### src/sv/cas_pkg.sv
// Shared types, constants and helpers for the cave smoothing core.
package cas_pkg;

	localparam int MAX_WIDTH_DEF = 128;
	localparam int MAX_HEIGHT    = 128;
	localparam int MIN_DIM       = 5;

	localparam int NEAR_W     = 4;
	localparam int FAR_W      = 6;
	localparam int DIM_W      = 8;
	localparam int ROW_W      = 8;
	localparam int CFG_DATA_W = 8;

	localparam int WIN_N    = 5;
	localparam int WIN_BITS = WIN_N * WIN_N;
	localparam int BANKS    = 4;
	localparam int BANK_W   = 2;

	localparam int QUEUE_DEPTH = 2;

	localparam logic [NEAR_W-1:0] NEAR_RESET = NEAR_W'(5);
	localparam logic [FAR_W-1:0]  FAR_RESET  = FAR_W'(2);
	localparam logic [DIM_W-1:0]  DIM_RESET  = DIM_W'(64);

	typedef enum logic [1:0] {
		CFG_NEAR_THRESHOLD = 2'd0,
		CFG_FAR_THRESHOLD  = 2'd1,
		CFG_FRAME_WIDTH    = 2'd2,
		CFG_FRAME_HEIGHT   = 2'd3
	} cfg_index_t;

	typedef enum logic {
		CMD_CELL  = 1'b0,
		CMD_FLUSH = 1'b1
	} cmd_t;

	typedef struct packed {
		logic cmd;
		logic cell_is_wall;
	} in_item_t;

	typedef struct packed {
		logic new_is_wall;
		logic frame_end;
	} out_item_t;

	// One emitting item: masked 5x5 neighborhood plus position flags.
	typedef struct packed {
		logic [WIN_BITS-1:0] win;
		logic                border;
		logic                last;
	} work_t;

	typedef struct packed {
		logic s1_valid;
		logic push;
	} front_stat_t;

	// Row 0 is two rows above the cell, age 0 is two columns to its right.
	function automatic int win_idx(input int row, input int age);
		return row * WIN_N + age;
	endfunction

endpackage

### src/sv/cave_automaton_smoothing_core.sv
// Top level of the cave smoothing core: configuration registers and block wiring.
// One smoothing generation over a wall map streamed in raster order, one item per
// clock when the result side keeps up. Each item does a single read-modify-write of
// the column memory (four row banks side by side, one word per column), which sets
// the rate at one item per cycle. A result belongs to the cell two rows and two
// cells before the item that releases it, so send 2*W+2 flush items after the last
// cell to drain a frame; the result for the last cell carries frame_end, and the
// item after it starts a new frame. Items pass the front stage register and queue
// before the result register. Border cells pass through. Write configuration only
// between frames; rows held from a previous frame are never used in the new one.
module cave_automaton_smoothing_core import cas_pkg::*; #(
	parameter int MAX_WIDTH = MAX_WIDTH_DEF
) (
	input  logic                  clk,
	input  logic                  arst_n,
	input  logic                  item_valid,
	output logic                  item_ready,
	input  in_item_t              item,
	output logic                  result_valid,
	input  logic                  result_ready,
	output out_item_t             result,
	input  logic                  cfg_we,
	input  cfg_index_t            cfg_index,
	input  logic [CFG_DATA_W-1:0] cfg_data
);

	logic [NEAR_W-1:0]        near_threshold_q;
	logic signed [FAR_W-1:0]  far_threshold_q;
	logic [DIM_W-1:0]         frame_width_q, frame_height_q;

	work_t       push_data, head;
	front_stat_t stat;
	logic        q_full, q_head_valid, q_pop;

	always_ff @(posedge clk or negedge arst_n) begin
		if (!arst_n) begin
			near_threshold_q <= NEAR_RESET;
			far_threshold_q  <= FAR_RESET;
			frame_width_q    <= DIM_RESET;
			frame_height_q   <= DIM_RESET;
		end else if (cfg_we) begin
			case (cfg_index)
				CFG_NEAR_THRESHOLD: near_threshold_q <= cfg_data[NEAR_W-1:0];
				CFG_FAR_THRESHOLD:  far_threshold_q  <= cfg_data[FAR_W-1:0];
				CFG_FRAME_WIDTH:    frame_width_q    <= cfg_data[DIM_W-1:0];
				CFG_FRAME_HEIGHT:   frame_height_q   <= cfg_data[DIM_W-1:0];
				default: ;
			endcase
		end
	end

	cas_front #(
		.MAX_WIDTH(MAX_WIDTH)
	) u_front (
		.clk          (clk),
		.arst_n       (arst_n),
		.item_valid   (item_valid),
		.item_ready   (item_ready),
		.item         (item),
		.frame_width  (frame_width_q),
		.frame_height (frame_height_q),
		.q_full       (q_full),
		.push_data    (push_data),
		.stat         (stat)
	);

	cas_queue u_queue (
		.clk        (clk),
		.arst_n     (arst_n),
		.push       (stat.push),
		.push_data  (push_data),
		.full       (q_full),
		.pop        (q_pop),
		.head_valid (q_head_valid),
		.head       (head)
	);

	cas_back u_back (
		.clk            (clk),
		.arst_n         (arst_n),
		.head_valid     (q_head_valid),
		.head           (head),
		.pop            (q_pop),
		.near_threshold (near_threshold_q),
		.far_threshold  (far_threshold_q),
		.result_valid   (result_valid),
		.result_ready   (result_ready),
		.result         (result)
	);

	a_no_overflow: assert property (@(posedge clk) disable iff (!arst_n)
		stat.push |-> !q_full)
		else $error("window queue written while full");

	a_stall_source: assert property (@(posedge clk) disable iff (!arst_n)
		!item_ready |-> stat.s1_valid)
		else $error("input stalled with an empty front stage");

	a_back_drains: assert property (@(posedge clk) disable iff (!arst_n)
		(q_head_valid && !result_valid) |=> result_valid)
		else $error("queued item not moved to an empty result register");

endmodule

### src/sv/cas_front.sv
// Front end: input handshake, raster counters, column memory and sliding window.
module cas_front import cas_pkg::*; #(
	parameter int MAX_WIDTH = MAX_WIDTH_DEF
) (
	input  logic             clk,
	input  logic             arst_n,
	input  logic             item_valid,
	output logic             item_ready,
	input  in_item_t         item,
	input  logic [DIM_W-1:0] frame_width,
	input  logic [DIM_W-1:0] frame_height,
	input  logic             q_full,
	output work_t            push_data,
	output front_stat_t      stat
);

	localparam int COL_W = $clog2(MAX_WIDTH);
	localparam int CMP_W = ((COL_W > DIM_W) ? COL_W : DIM_W) + 2;
	localparam logic [CMP_W-1:0] MAXW = CMP_W'(MAX_WIDTH);
	localparam logic [CMP_W-1:0] MAXH = CMP_W'(MAX_HEIGHT);
	localparam logic [CMP_W-1:0] MIND = CMP_W'(MIN_DIM);

	logic [COL_W-1:0]    in_col_q, out_col_q;
	logic [ROW_W-1:0]    in_row_q, out_row_q;
	logic [CMP_W-1:0]    fw_e, fh_e, w_c, h_c, ic_e, oc_e, ir_e, or_e;
	logic                accept, advance, emit, last, in_wrap, out_wrap, border, new_bit;
	logic [WIN_BITS-1:0] mask, win_q, win_nxt;
	logic [WIN_N-1:0]    col_ok, row_ok, col;

	logic [BANKS-1:0]    row_mem [MAX_WIDTH];

	logic                s1_valid_q;
	logic [BANKS-1:0]    rd_s1;
	logic                new_bit_s1, emit_s1, border_s1, last_s1;
	logic [BANK_W-1:0]   bank_s1;
	logic [WIN_BITS-1:0] mask_s1;

	function automatic logic [ROW_W-1:0] sat_inc(input logic [ROW_W-1:0] v);
		return (v == {ROW_W{1'b1}}) ? v : v + ROW_W'(1);
	endfunction

	// Clamp geometry to the supported range.
	always_comb begin
		fw_e = CMP_W'(frame_width);
		fh_e = CMP_W'(frame_height);
		w_c  = fw_e;
		h_c  = fh_e;
		if (fw_e < MIND) begin
			w_c = MIND;
		end else if (fw_e > MAXW) begin
			w_c = MAXW;
		end
		if (fh_e < MIND) begin
			h_c = MIND;
		end else if (fh_e > MAXH) begin
			h_c = MAXH;
		end
	end

	assign ic_e = CMP_W'(in_col_q);
	assign oc_e = CMP_W'(out_col_q);
	assign ir_e = CMP_W'(in_row_q);
	assign or_e = CMP_W'(out_row_q);

	assign advance    = s1_valid_q && (!emit_s1 || !q_full);
	assign item_ready = !s1_valid_q || advance;
	assign accept     = item_valid && item_ready;
	assign new_bit    = (item.cmd == CMD_CELL) ? item.cell_is_wall : 1'b0;

	assign emit     = (ir_e > CMP_W'(2)) || ((ir_e == CMP_W'(2)) && (ic_e >= CMP_W'(2)));
	assign in_wrap  = (ic_e + CMP_W'(1)) >= w_c;
	assign out_wrap = (oc_e + CMP_W'(1)) >= w_c;
	assign last     = out_wrap && ((or_e + CMP_W'(1)) >= h_c);
	assign border   = (or_e < CMP_W'(1)) || (oc_e < CMP_W'(1)) ||
		((or_e + CMP_W'(1)) >= h_c) || out_wrap;

	// Mark window positions that fall inside the map for the output cell.
	always_comb begin
		for (int j = 0; j < WIN_N; j++) begin
			col_ok[j] = ((oc_e + CMP_W'(2)) >= CMP_W'(j)) &&
				((oc_e + CMP_W'(2)) < (w_c + CMP_W'(j)));
		end
		for (int i = 0; i < WIN_N; i++) begin
			row_ok[i] = ((or_e + CMP_W'(i)) >= CMP_W'(2)) &&
				((or_e + CMP_W'(i)) < (h_c + CMP_W'(2)));
		end
		for (int i = 0; i < WIN_N; i++) begin
			for (int j = 0; j < WIN_N; j++) begin
				mask[win_idx(i, j)] = row_ok[i] & col_ok[j];
			end
		end
	end

	// Column memory: one bit lane per row bank, old word read before write.
	always_ff @(posedge clk) begin
		if (accept) begin
			row_mem[in_col_q][in_row_q[BANK_W-1:0]] <= new_bit;
			rd_s1 <= row_mem[in_col_q];
		end
	end

	always_ff @(posedge clk) begin
		if (accept) begin
			new_bit_s1 <= new_bit;
			bank_s1    <= in_row_q[BANK_W-1:0];
			emit_s1    <= emit;
			border_s1  <= border;
			last_s1    <= last;
			mask_s1    <= mask;
		end
	end

	// Column oldest row first: the bank being overwritten holds the row four back.
	always_comb begin
		for (int i = 0; i < BANKS; i++) begin
			col[i] = rd_s1[bank_s1 + BANK_W'(i)];
		end
		col[WIN_N-1] = new_bit_s1;
		for (int i = 0; i < WIN_N; i++) begin
			win_nxt[win_idx(i, 0)] = col[i];
			for (int j = 1; j < WIN_N; j++) begin
				win_nxt[win_idx(i, j)] = win_q[win_idx(i, j - 1)];
			end
		end
	end

	assign push_data.win    = win_nxt & mask_s1;
	assign push_data.border = border_s1;
	assign push_data.last   = last_s1;
	assign stat.s1_valid    = s1_valid_q;
	assign stat.push        = advance && emit_s1;

	always_ff @(posedge clk or negedge arst_n) begin
		if (!arst_n) begin
			s1_valid_q <= 1'b0;
			in_col_q   <= '0;
			in_row_q   <= '0;
			out_col_q  <= '0;
			out_row_q  <= '0;
			win_q      <= '0;
		end else begin
			if (accept) begin
				s1_valid_q <= 1'b1;
			end else if (advance) begin
				s1_valid_q <= 1'b0;
			end
			if (advance) begin
				win_q <= win_nxt;
			end
			if (accept) begin
				if (emit && last) begin
					in_col_q  <= '0;
					in_row_q  <= '0;
					out_col_q <= '0;
					out_row_q <= '0;
				end else begin
					if (in_wrap) begin
						in_col_q <= '0;
						in_row_q <= sat_inc(in_row_q);
					end else begin
						in_col_q <= COL_W'(ic_e + CMP_W'(1));
					end
					if (emit) begin
						if (out_wrap) begin
							out_col_q <= '0;
							out_row_q <= sat_inc(out_row_q);
						end else begin
							out_col_q <= COL_W'(oc_e + CMP_W'(1));
						end
					end
				end
			end
		end
	end

endmodule

### src/sv/cas_queue.sv
// Short queue of window snapshots between front and back.
module cas_queue import cas_pkg::*; (
	input  logic  clk,
	input  logic  arst_n,
	input  logic  push,
	input  work_t push_data,
	output logic  full,
	input  logic  pop,
	output logic  head_valid,
	output work_t head
);

	localparam int PTR_W = (QUEUE_DEPTH > 1) ? $clog2(QUEUE_DEPTH) : 1;
	localparam int CNT_W = $clog2(QUEUE_DEPTH + 1);

	work_t            slot_q [QUEUE_DEPTH];
	logic [PTR_W-1:0] wr_ptr_q, rd_ptr_q;
	logic [CNT_W-1:0] count_q;

	function automatic logic [PTR_W-1:0] ptr_inc(input logic [PTR_W-1:0] p);
		return (p == PTR_W'(QUEUE_DEPTH - 1)) ? '0 : p + PTR_W'(1);
	endfunction

	assign full       = count_q == CNT_W'(QUEUE_DEPTH);
	assign head_valid = count_q != '0;
	assign head       = slot_q[rd_ptr_q];

	always_ff @(posedge clk) begin
		if (push) begin
			slot_q[wr_ptr_q] <= push_data;
		end
	end

	always_ff @(posedge clk or negedge arst_n) begin
		if (!arst_n) begin
			wr_ptr_q <= '0;
			rd_ptr_q <= '0;
			count_q  <= '0;
		end else begin
			if (push) begin
				wr_ptr_q <= ptr_inc(wr_ptr_q);
			end
			if (pop) begin
				rd_ptr_q <= ptr_inc(rd_ptr_q);
			end
			case ({push, pop})
				2'b10: count_q <= count_q + CNT_W'(1);
				2'b01: count_q <= count_q - CNT_W'(1);
				default: count_q <= count_q;
			endcase
		end
	end

endmodule

### src/sv/cas_back.sv
// Back end: neighbor counts, threshold tests and the result register.
module cas_back import cas_pkg::*; (
	input  logic                     clk,
	input  logic                     arst_n,
	input  logic                     head_valid,
	input  work_t                    head,
	output logic                     pop,
	input  logic [NEAR_W-1:0]        near_threshold,
	input  logic signed [FAR_W-1:0]  far_threshold,
	output logic                     result_valid,
	input  logic                     result_ready,
	output out_item_t                result
);

	localparam int NCNT_W = $clog2(WIN_BITS + 1);

	logic [WIN_BITS-1:0] near_sel, far_sel;
	logic [NCNT_W-1:0]   near_cnt, far_cnt;
	logic                near_hit, far_hit, nw;
	logic                result_valid_q;
	out_item_t           result_q;

	// Inner 3x3, and the 5x5 without its corners.
	always_comb begin
		near_sel = '0;
		for (int i = 1; i < WIN_N - 1; i++) begin
			for (int j = 1; j < WIN_N - 1; j++) begin
				near_sel[win_idx(i, j)] = 1'b1;
			end
		end
		far_sel = '1;
		far_sel[win_idx(0, 0)]                 = 1'b0;
		far_sel[win_idx(0, WIN_N - 1)]         = 1'b0;
		far_sel[win_idx(WIN_N - 1, 0)]         = 1'b0;
		far_sel[win_idx(WIN_N - 1, WIN_N - 1)] = 1'b0;
	end

	assign near_cnt = NCNT_W'($countones(head.win & near_sel));
	assign far_cnt  = NCNT_W'($countones(head.win & far_sel));
	assign near_hit = near_cnt >= NCNT_W'(near_threshold);
	assign far_hit  = $signed({2'b00, far_cnt}) <=
		$signed({{(NCNT_W + 2 - FAR_W){far_threshold[FAR_W-1]}}, far_threshold});
	// Border cells keep their old value.
	assign nw = head.border ? head.win[win_idx(2, 2)] : (near_hit || far_hit);

	assign pop          = head_valid && (!result_valid_q || result_ready);
	assign result_valid = result_valid_q;
	assign result       = result_q;

	always_ff @(posedge clk) begin
		if (pop) begin
			result_q.new_is_wall <= nw;
			result_q.frame_end   <= head.last;
		end
	end

	always_ff @(posedge clk or negedge arst_n) begin
		if (!arst_n) begin
			result_valid_q <= 1'b0;
		end else if (pop) begin
			result_valid_q <= 1'b1;
		end else if (result_ready) begin
			result_valid_q <= 1'b0;
		end
	end

endmodule
### config.mk
export PLATFORM = sky130hd
export DESIGN_NAME = cave_automaton_smoothing_core
export DESIGN_NICKNAME = d
export VERILOG_FILES = /design/src/sv/cas_pkg.sv /design/src/sv/cave_automaton_smoothing_core.sv /design/src/sv/cas_front.sv /design/src/sv/cas_queue.sv /design/src/sv/cas_back.sv
export SDC_FILE = /design/constraint.sdc
export NUM_CORES = 1
export LEC_CHECK = 0
export BUFFER_PORTS_ARGS = -buffer_cell sky130_fd_sc_hd__buf_2
export CAP_MARGIN = 15
export CORE_UTILIZATION = 40
export DETAILED_ROUTE_END_ITERATION = 7
export SETUP_SLACK_MARGIN = 0.15
export SLEW_MARGIN = 20
export SYNTH_ARGS = -nofsm -noshare
export SYNTH_HDL_FRONTEND = slang
export SYNTH_SLANG_ARGS = --single-unit
export TNS_END_PERCENT = 50
### constraint.sdc
create_clock -name clk -period 12.4 [get_ports clk]
set_clock_uncertainty 0.05 [all_clocks]
set_input_delay 1.24 -clock clk [delete_from_list [all_inputs] [get_ports clk]]
set_output_delay 1.24 -clock clk [all_outputs]
set_load 0.05 [all_outputs]
==> results.cfg, run 1 <==
[sta]
hold_violations = 0
worstMarginPinSlew_ns = 1.22
rsz0062_at_grt = no
finalCriticalPeriod_ns = 5.85
slew_headroom_pct = 18.7
finalCritPeriodShare_pct = 47.2
finalSetupViolCount = 0
finalMaxSlewViolations = 0
fmax_ghz = 0.171
setup_tns_ns = 0

[pwr]
vdd_ir_drop_max_mv = 0.707
power_mw = 9.82
cellPowerDensity_nw_per_um2 = 266
leakagePower_nw = 12.8

[finish]
drive_above_1_share_pct = 11.9
design_area_sq_um = 36900
num_antenna_cells = 0
layout.nets = 2993
syn_to_final_growth_pct = 10.5
final_common_cell = nor2_1
mostFrequentLayoutCells = 612 x nor2_1, 591 x edfxtp_1, 270 x nand2_1, 156 x ha_1, 80 x inv_1

[global_routing]
grt_pass1_wl_microns = 136000
grt_max_degree = 277
grt-ovfl-total = 0
antenna_found_initial = 2
grt_use_total_pct = 20.8
grt_pass1_vias = 22489

[routing]
drc = 0
vias_per_cell = 5.72
post_drt_wl_per_cell_microns = 22.5
postRouteAntennaNets = 0
first_pass_iters = 5
wirelength_microns = 88600
vias = 22475
drt_iter0_markers = 2270

[critical_path]
critPathCaptureType = flop
required_ns = 12.83
cp-start-kind = flop
cp.arrival_ns = 6.29
r2r_cells = 20
cp-startpoint = u_queue.rd_ptr_q
crit_end = u_back.result[1]
reg2reg_from = u_queue.rd_ptr_q
timing.rr.end = u_back.result[1]
path_class = flop to flop
worst-r2r-setup-slack_ns = 6.55
cp_max_fo = 24

[yosys]
netlist_area_sq_um = 33400
yosysSeqAreaShare_pct = 59.1
ys.flop_type = edfxtp_1
yosysWarnings = 0
synth-edff-count = 591
ys_ff_latch = 671
synth.distinct_cells = 73
async_reset_ff_share_pct = 11.9
syn_inst = 2832
syn_avg_cell_area_sq_um = 11.8

[placed_design]
portBuffers = 20
post_dp_cell_area_sq_um = 34600
hpwl_microns = 55700
gp_congestion = 0.875

[cts]
clkSlewWorstSetupHoldPaths_ns = 0.06
clockRootBuffer = clkbuf_16
post_cts_buffers = 0
cts_tree = done
clockBufferDepth = 3
clock_sinks = 671
cts_htree_levels = 3
ctsHoldBuffers = 0
clkLatencyLatePin_ns = 0.62
cts_resized = 0
cts_buffers = 74

[floorplan]
die_x_microns = 291
start_util_pct = 40.5
die-area_sq_um = 84700
rows = 105
core_sq_um = 82400
num_io_pins = 21
die_h_microns = 291

[min_path]
hold_path_class = flop to flop

[outcome]
outcome = complete, no violations

[job]
maxCapViolations = 0
==> where the power goes <==
part           switching (mW)  leakage, nW  internal, mW  total [mW]
combinational            2.83         5.27          1.92        4.76
sequential              0.213         6.41          2.72        2.93
clock                   0.925         1.14          1.21        2.13
total                    3.97         12.8          5.85        9.82
==> cells by family (layout without fill, tap and decap cells) <==
kind of cell,after synthesis,in the layout,share of synthesized area [%]
compound gates,373,373,7.58
xor+xnor,68,68,1.78
fa+ha+maj,176,176,7.04
buf+inv,260,285,3.23
flops,671,671,59.1
mux,181,181,7.36
other cells,1,4,0.0112
simple gates,1102,1102,13.8
==> critical path, stage by stage, from the launching register on <==
cell      delay, ns
dfrtp_2        0.73
mux2_2         0.40
ha_1           0.29
inv_1          0.12
fa_1           0.47
fa_1           0.52
fa_1           0.53
fa_1           0.48
inv_1          0.07
ha_1           0.16
inv_1          0.06
fa_1           0.49
inv_1          0.04
ha_1           0.28
nor2b_1        0.13
o21a_1         0.15
o21ai_0        0.15
a21oi_1        0.09
o22a_1         0.19
o211ai_1       0.17
o21a_1         0.15
==> final cells by class <==
class                           count  area, sq um
Clock inverter                     42          323
Inverter                           84          315
Fill cell                        7561        45500
Tap cell                         1070         1340
Multi-Input combinational cell   1904        12700
Timing Repair Buffer               65          485
Sequential cell                   671        19800
Clock buffer                       94         2020
==> how the worst min path moves through the flow <==
stage	startpoint	end	slack (ns)	cells after the start
after floorplan	u_front.new_bit_s1	u_front.win_q[20]	0.36	2
after global placement	u_front.new_bit_s1	u_front.win_q[20]	0.37	2
after detailed placement	u_front.new_bit_s1	u_front.win_q[20]	0.38	2
after CTS	u_front.new_bit_s1	u_front.win_q[20]	0.39	2
after global routing	arst_n	u_front.out_row_q[4]	0.42	1
final	u_front.new_bit_s1	u_front.win_q[20]	0.39	2
==> per-layer routing <==
metal  GRT usage (%)  part of all wire (%)  vias to the layer above
li1                -                     -                    10129
met1            28.0                    42                    11298
met2            34.3                    48                      874
met3            3.44                   7.3                      172
met4            6.74                   3.1                        2
met5               0                 0.015                        -
==> cell usage after synthesis, types with 6 or more instances <==
master / instances / area, sq um
o211ai_1: 9 / 67.6
a221oi_1: 33 / 289
nand4_1: 26 / 163
a22oi_1: 49 / 368
buf_4: 7 / 52.6
nor4_1: 8 / 50.1
nand3_1: 43 / 215
nor2b_1: 20 / 125
and3_1: 10 / 62.6
dfrtp_1: 75 / 1880
nor3_1: 24 / 120
clkbuf_1: 122 / 458
mux2_2: 78 / 878
edfxtp_1: 591 / 17700
o21ai_0: 78 / 390
o22ai_1: 17 / 106
buf_1: 12 / 45.0
fa_1: 20 / 400
xor2_1: 24 / 210
nor2_1: 619 / 2320
a21o_1: 17 / 128
a221o_1: 9 / 90.1
mux2i_1: 59 / 591
a21oi_1: 70 / 350
xnor2_1: 44 / 385
o31ai_1: 9 / 67.6
nand3b_1: 6 / 45.0
mux4_2: 44 / 991
a22o_1: 16 / 140
o2111ai_1: 6 / 52.6
ha_1: 156 / 1950
buf_2: 30 / 150
and2_1: 27 / 169
o221ai_1: 6 / 52.6
a31oi_1: 10 / 62.6
inv_1: 81 / 304
nand2b_1: 22 / 138
nand2_1: 274 / 1030
o21a_1: 10 / 75.1
==> registers in the layout, indices dropped and copies added (netlist names), 2 cells and up <==
| name | count |
|---|---|
| u_front.rd_s1 | 4 |
| u_front.win_q | 18 |
| far_threshold_q | 6 |
| u_queue.slot_q | 46 |
| frame_width_q | 8 |
| u_queue.count_q | 2 |
| frame_height_q | 8 |
| u_front.bank_s1 | 2 |
| u_front.row_mem | 512 |
| u_front.mask_s1 | 21 |
| u_back.result | 2 |
| u_front.in_col_q | 7 |
| u_front.out_col_q | 7 |
| u_front.in_row_q | 8 |
| u_front.out_row_q | 8 |
| near_threshold_q | 4 |
==> per-stage QoR <==
stage               hold slack (ns)  util, %  cells  worst slack [ns]
finish                        0.392     44.8   3930              6.55
global route                  0.416     44.8   3930              6.12
global placement              0.373     41.9   3793              6.29
detailed placement            0.378     41.9   3794              6.15
CTS                           0.394     44.8   3930              6.14
floorplan                     0.365        -   2835              2.33
Note: power is estimated with default switching activity, not from simulation.
==> run 2, diff against run 1 <==
--- a/config.mk
+++ b/config.mk
@@ -5,6 +5,7 @@
 export SDC_FILE = /design/constraint.sdc
 export NUM_CORES = 1
 export LEC_CHECK = 0
+export ABC_AREA = 1
 export BUFFER_PORTS_ARGS = -buffer_cell sky130_fd_sc_hd__buf_2
 export CAP_MARGIN = 15
 export CORE_UTILIZATION = 40
==> constraint.sdc (replaced) <==
create_clock -name clk -period 5.7 [get_ports clk]
set_clock_uncertainty 0.05 [all_clocks]
set_input_delay 0.57 -clock clk [delete_from_list [all_inputs] [get_ports clk]]
set_output_delay 0.57 -clock clk [all_outputs]
set_load 0.05 [all_outputs]
==> results.cfg, run 2 <==
[pwr]
power_mw = 22.1
power.internal_mw = 12.6
swShare_pct = 43.2
cellPowerDensity_nw_per_um2 = 570
power_frac_comb_pct = 49.5
p_seq_share_pct = 28.4
vdd_ir_drop_max_mv = 2.90
p_clk_share_pct = 22.1
p_sw_mw = 9.56
leakagePower_nw = 16.1

[routing]
first_pass_iters = 5
wl_met2_microns = 41700
postRouteAntennaNets = 0
top_layer = met4
met3_wirelength_microns = 5450
drt_iter0_markers = 2444
m1WireLength_microns = 40400
post_drt_wl_per_cell_microns = 17.2
drc = 0
vias = 26170
wirelength_microns = 89200
vias_per_cell = 5.04

[floorplan]
core_sq_um = 87000
die_h_microns = 299
die_x_microns = 299
start_util_pct = 40.5
rows = 108
die-area_sq_um = 89300
num_io_pins = 21

[yosys]
netlist_area_sq_um = 35300
ys_ff_latch = 671
synth_area_leaders = edfxtp_1 50%, nand2_1 18%, nor2_1 6.8%, ha_1 5.5%, dfrtp_1 5.3%
synth-simple-area-share_pct = 27.0
netlist.area_leader.share_pct = 50.3
ys_top_cells_by_count = 1,694 x nand2_1, 638 x nor2_1, 591 x edfxtp_1
synthXorXnorAreaFrac_pct = 1.24
synth_top_family_by_area = simple AND/OR/NAND/NOR gates
syn_avg_cell_area_sq_um = 8.74
synthAdderAreaFrac_pct = 6.67
muxShareOfSynthArea_pct = 0.174
yosysTopAreaCell = edfxtp_1
ys.flop_type = edfxtp_1
synth.distinct_cells = 48
yosysWarnings = 0
synth_compound_area_share_pct = 4.11
synth-edff-count = 591
yosysSeqAreaShare_pct = 56.0
synth.most_common_cell = nand2_1
async_reset_ff_share_pct = 11.9
syn_inst = 4035

[sta]
slew_headroom_pct = 21.0
worstMarginPinSlew_ns = 1.18
hold_violations = 0
finalCritPeriodShare_pct = 92.5
fmax_ghz = 0.190
setup_ws_ns = 0.429
finalCriticalPeriod_ns = 5.27
finalMaxSlewViolations = 0
rsz0062_at_grt = no
finalSetupViolCount = 0
setup_tns_ns = 0

[cts]
clkLatencyLatePin_ns = 0.63
clock_sinks = 671
post_cts_buffers = 0
clkSlewWorstSetupHoldPaths_ns = 0.06
cts_tree = done
clockRootBuffer = clkbuf_16
cts_htree_levels = 3
cts_buffers = 77
clockBufferDepth = 3

[critical_path]
slowest_stage = fa_1
path_class = flop to flop
required_ns = 6.11
cp_common_cell = fa_1
critPathCaptureType = flop
worstPathCellList = clkinvlp_4 -> nand2_1 -> nand2_1 -> ha_1 -> fa_1 -> inv_1 -> fa_1 -> fa_1 -> fa_1 -> inv_1 -> ha_1 -> inv_1 -> fa_1 -> o21ai_0 -> ha_1 -> inv_1 -> nor2_1 -> nand3_1 -> o2111ai_1 -> a41oi_1
slowest_delay_ns = 0.54
critical_path_buf_inv_count = 5
crit_family = adder cells
cp.arrival_ns = 5.68
cp_max_fo = 20
cp-start-kind = flop

[global_routing]
grt_use_total_pct = 19.9
grt_max_degree = 181
antenna_found_initial = 1
grt_pass1_wl_microns = 140000
grt-ovfl-total = 0
grt_pass1_vias = 25026

[placed_design]
placed_cells_incl_taps = 5054
portBuffers = 20
hpwl_microns = 53600
gp_congestion = 0.868
post-place-ws_ns = 0.377

[finish]
syn_to_final_growth_pct = 10.2
final_common_cell = nand2_1
num_antenna_cells = 0
mostFrequentLayoutCells = 1,690 x nand2_1, 634 x nor2_1, 591 x edfxtp_1, 199 x inv_1, 156 x ha_1
stdcell_count = 5196
fillers = 8529
final_core_util_pct = 44.6
layout.nets = 4172
largest_reg_flops = 512
drive_above_1_share_pct = 5.42

[job]
maxCapViolations = 0

[min_path]
hold_path_class = primary input to flop

[outcome]
outcome = complete, no violations
-- run 2: changes by cell type in the layout (fill, tap and decap cells not counted), moves of 45 or more --
cell,change
mux2_2,-77
inv_1,+119
mux2i_1,-54
nand2_1,+1420
a22oi_1,-49
a21oi_1,+45
-- run 2: area by class of cell --
cell class,count,area [sq um],share of cell area (%)
clock buffer,93,2040,5.25
inverter,208,807,2.08
timing repair buffer,55,443,1.14
tap,1155,1450,3.72
multi-input combinational,2966,13900,35.8
sequential,671,19800,50.9
clock inverter,48,449,1.16
-- run 2: timing repair --
item / 4_1_cts / 5_1_grt
hold buffers: 1 / 0
hold endpoints to repair: 16 / 0
setup endpoints to repair: 0 / 1
gates resized for setup: 0 / 1
-- run 2: logic make-up after synthesis --
kind of cell | after synthesis
other | 1
adders and majority gates | 176
and+or+nand+nor | 2459
buffers and inverters | 401
DFF | 671
xor gates and xnor gates | 50
muxes | 6
AOI/OAI and AO/OA | 271
-- run 2: power by group through the flow --
stage	clock network (mW)	logic, mW	registers, mW
2_1_floorplan	0	8.15	6.22
6_report	4.89	11.0	6.28
3_5_place_dp	0	11.0	6.38
5_1_grt	5.18	12.6	6.34
3_3_place_gp	0	10.8	6.38
4_1_cts	5.00	11.1	6.28
-- run 2: through the flow --
stage | hold slack, ns | area [sq um]
2_1_floorplan | 0.224 | 35300
3_3_place_gp | 0.384 | 36300
3_5_place_dp | 0.384 | 36300
4_1_cts | 0.221 | 38800
5_1_grt | 0.253 | 38800
6_report | 0.258 | 38800
-- run 2: metal layers --
| layer | vias up | GRT usage, % |
|---|---|---|
| met4 | 0 | 5.19 |
| met5 | - | 0 |
| met2 | 709 | 32.4 |
| met3 | 129 | 2.57 |
| met1 | 12423 | 28.0 |
| li1 | 12909 | - |
-- run 2: worst register-to-register path, cell delays in order, from the launching register on --
cell        delay (ns)
dfrtp_1           0.39
clkinvlp_4        0.34
nand2_1           0.17
nand2_1           0.07
ha_1              0.33
fa_1              0.54
inv_1             0.05
fa_1              0.46
fa_1              0.51
fa_1              0.47
inv_1             0.07
ha_1              0.17
inv_1             0.05
fa_1              0.40
o21ai_0           0.26
ha_1              0.28
inv_1             0.07
nor2_1            0.05
nand3_1           0.08
o2111ai_1         0.11
a41oi_1           0.19
-- run 2: path summary, 6_finish.rpt --
kind	cells after the start	from	end	slack (ns)
setup / recovery	20	u_queue.rd_ptr_q	u_back.result[1]	0.43
hold / removal	3	cfg_data[3]	frame_height_q[3]	0.26
setup reg to reg	20	u_queue.rd_ptr_q	u_back.result[1]	0.43
hold reg to reg	2	u_front.new_bit_s1	u_front.win_q[20]	0.40
max in group asynchronous	3	arst_n	u_front.in_col_q[0]	4.01
min in group asynchronous	2	arst_n	frame_height_q[7]	0.32
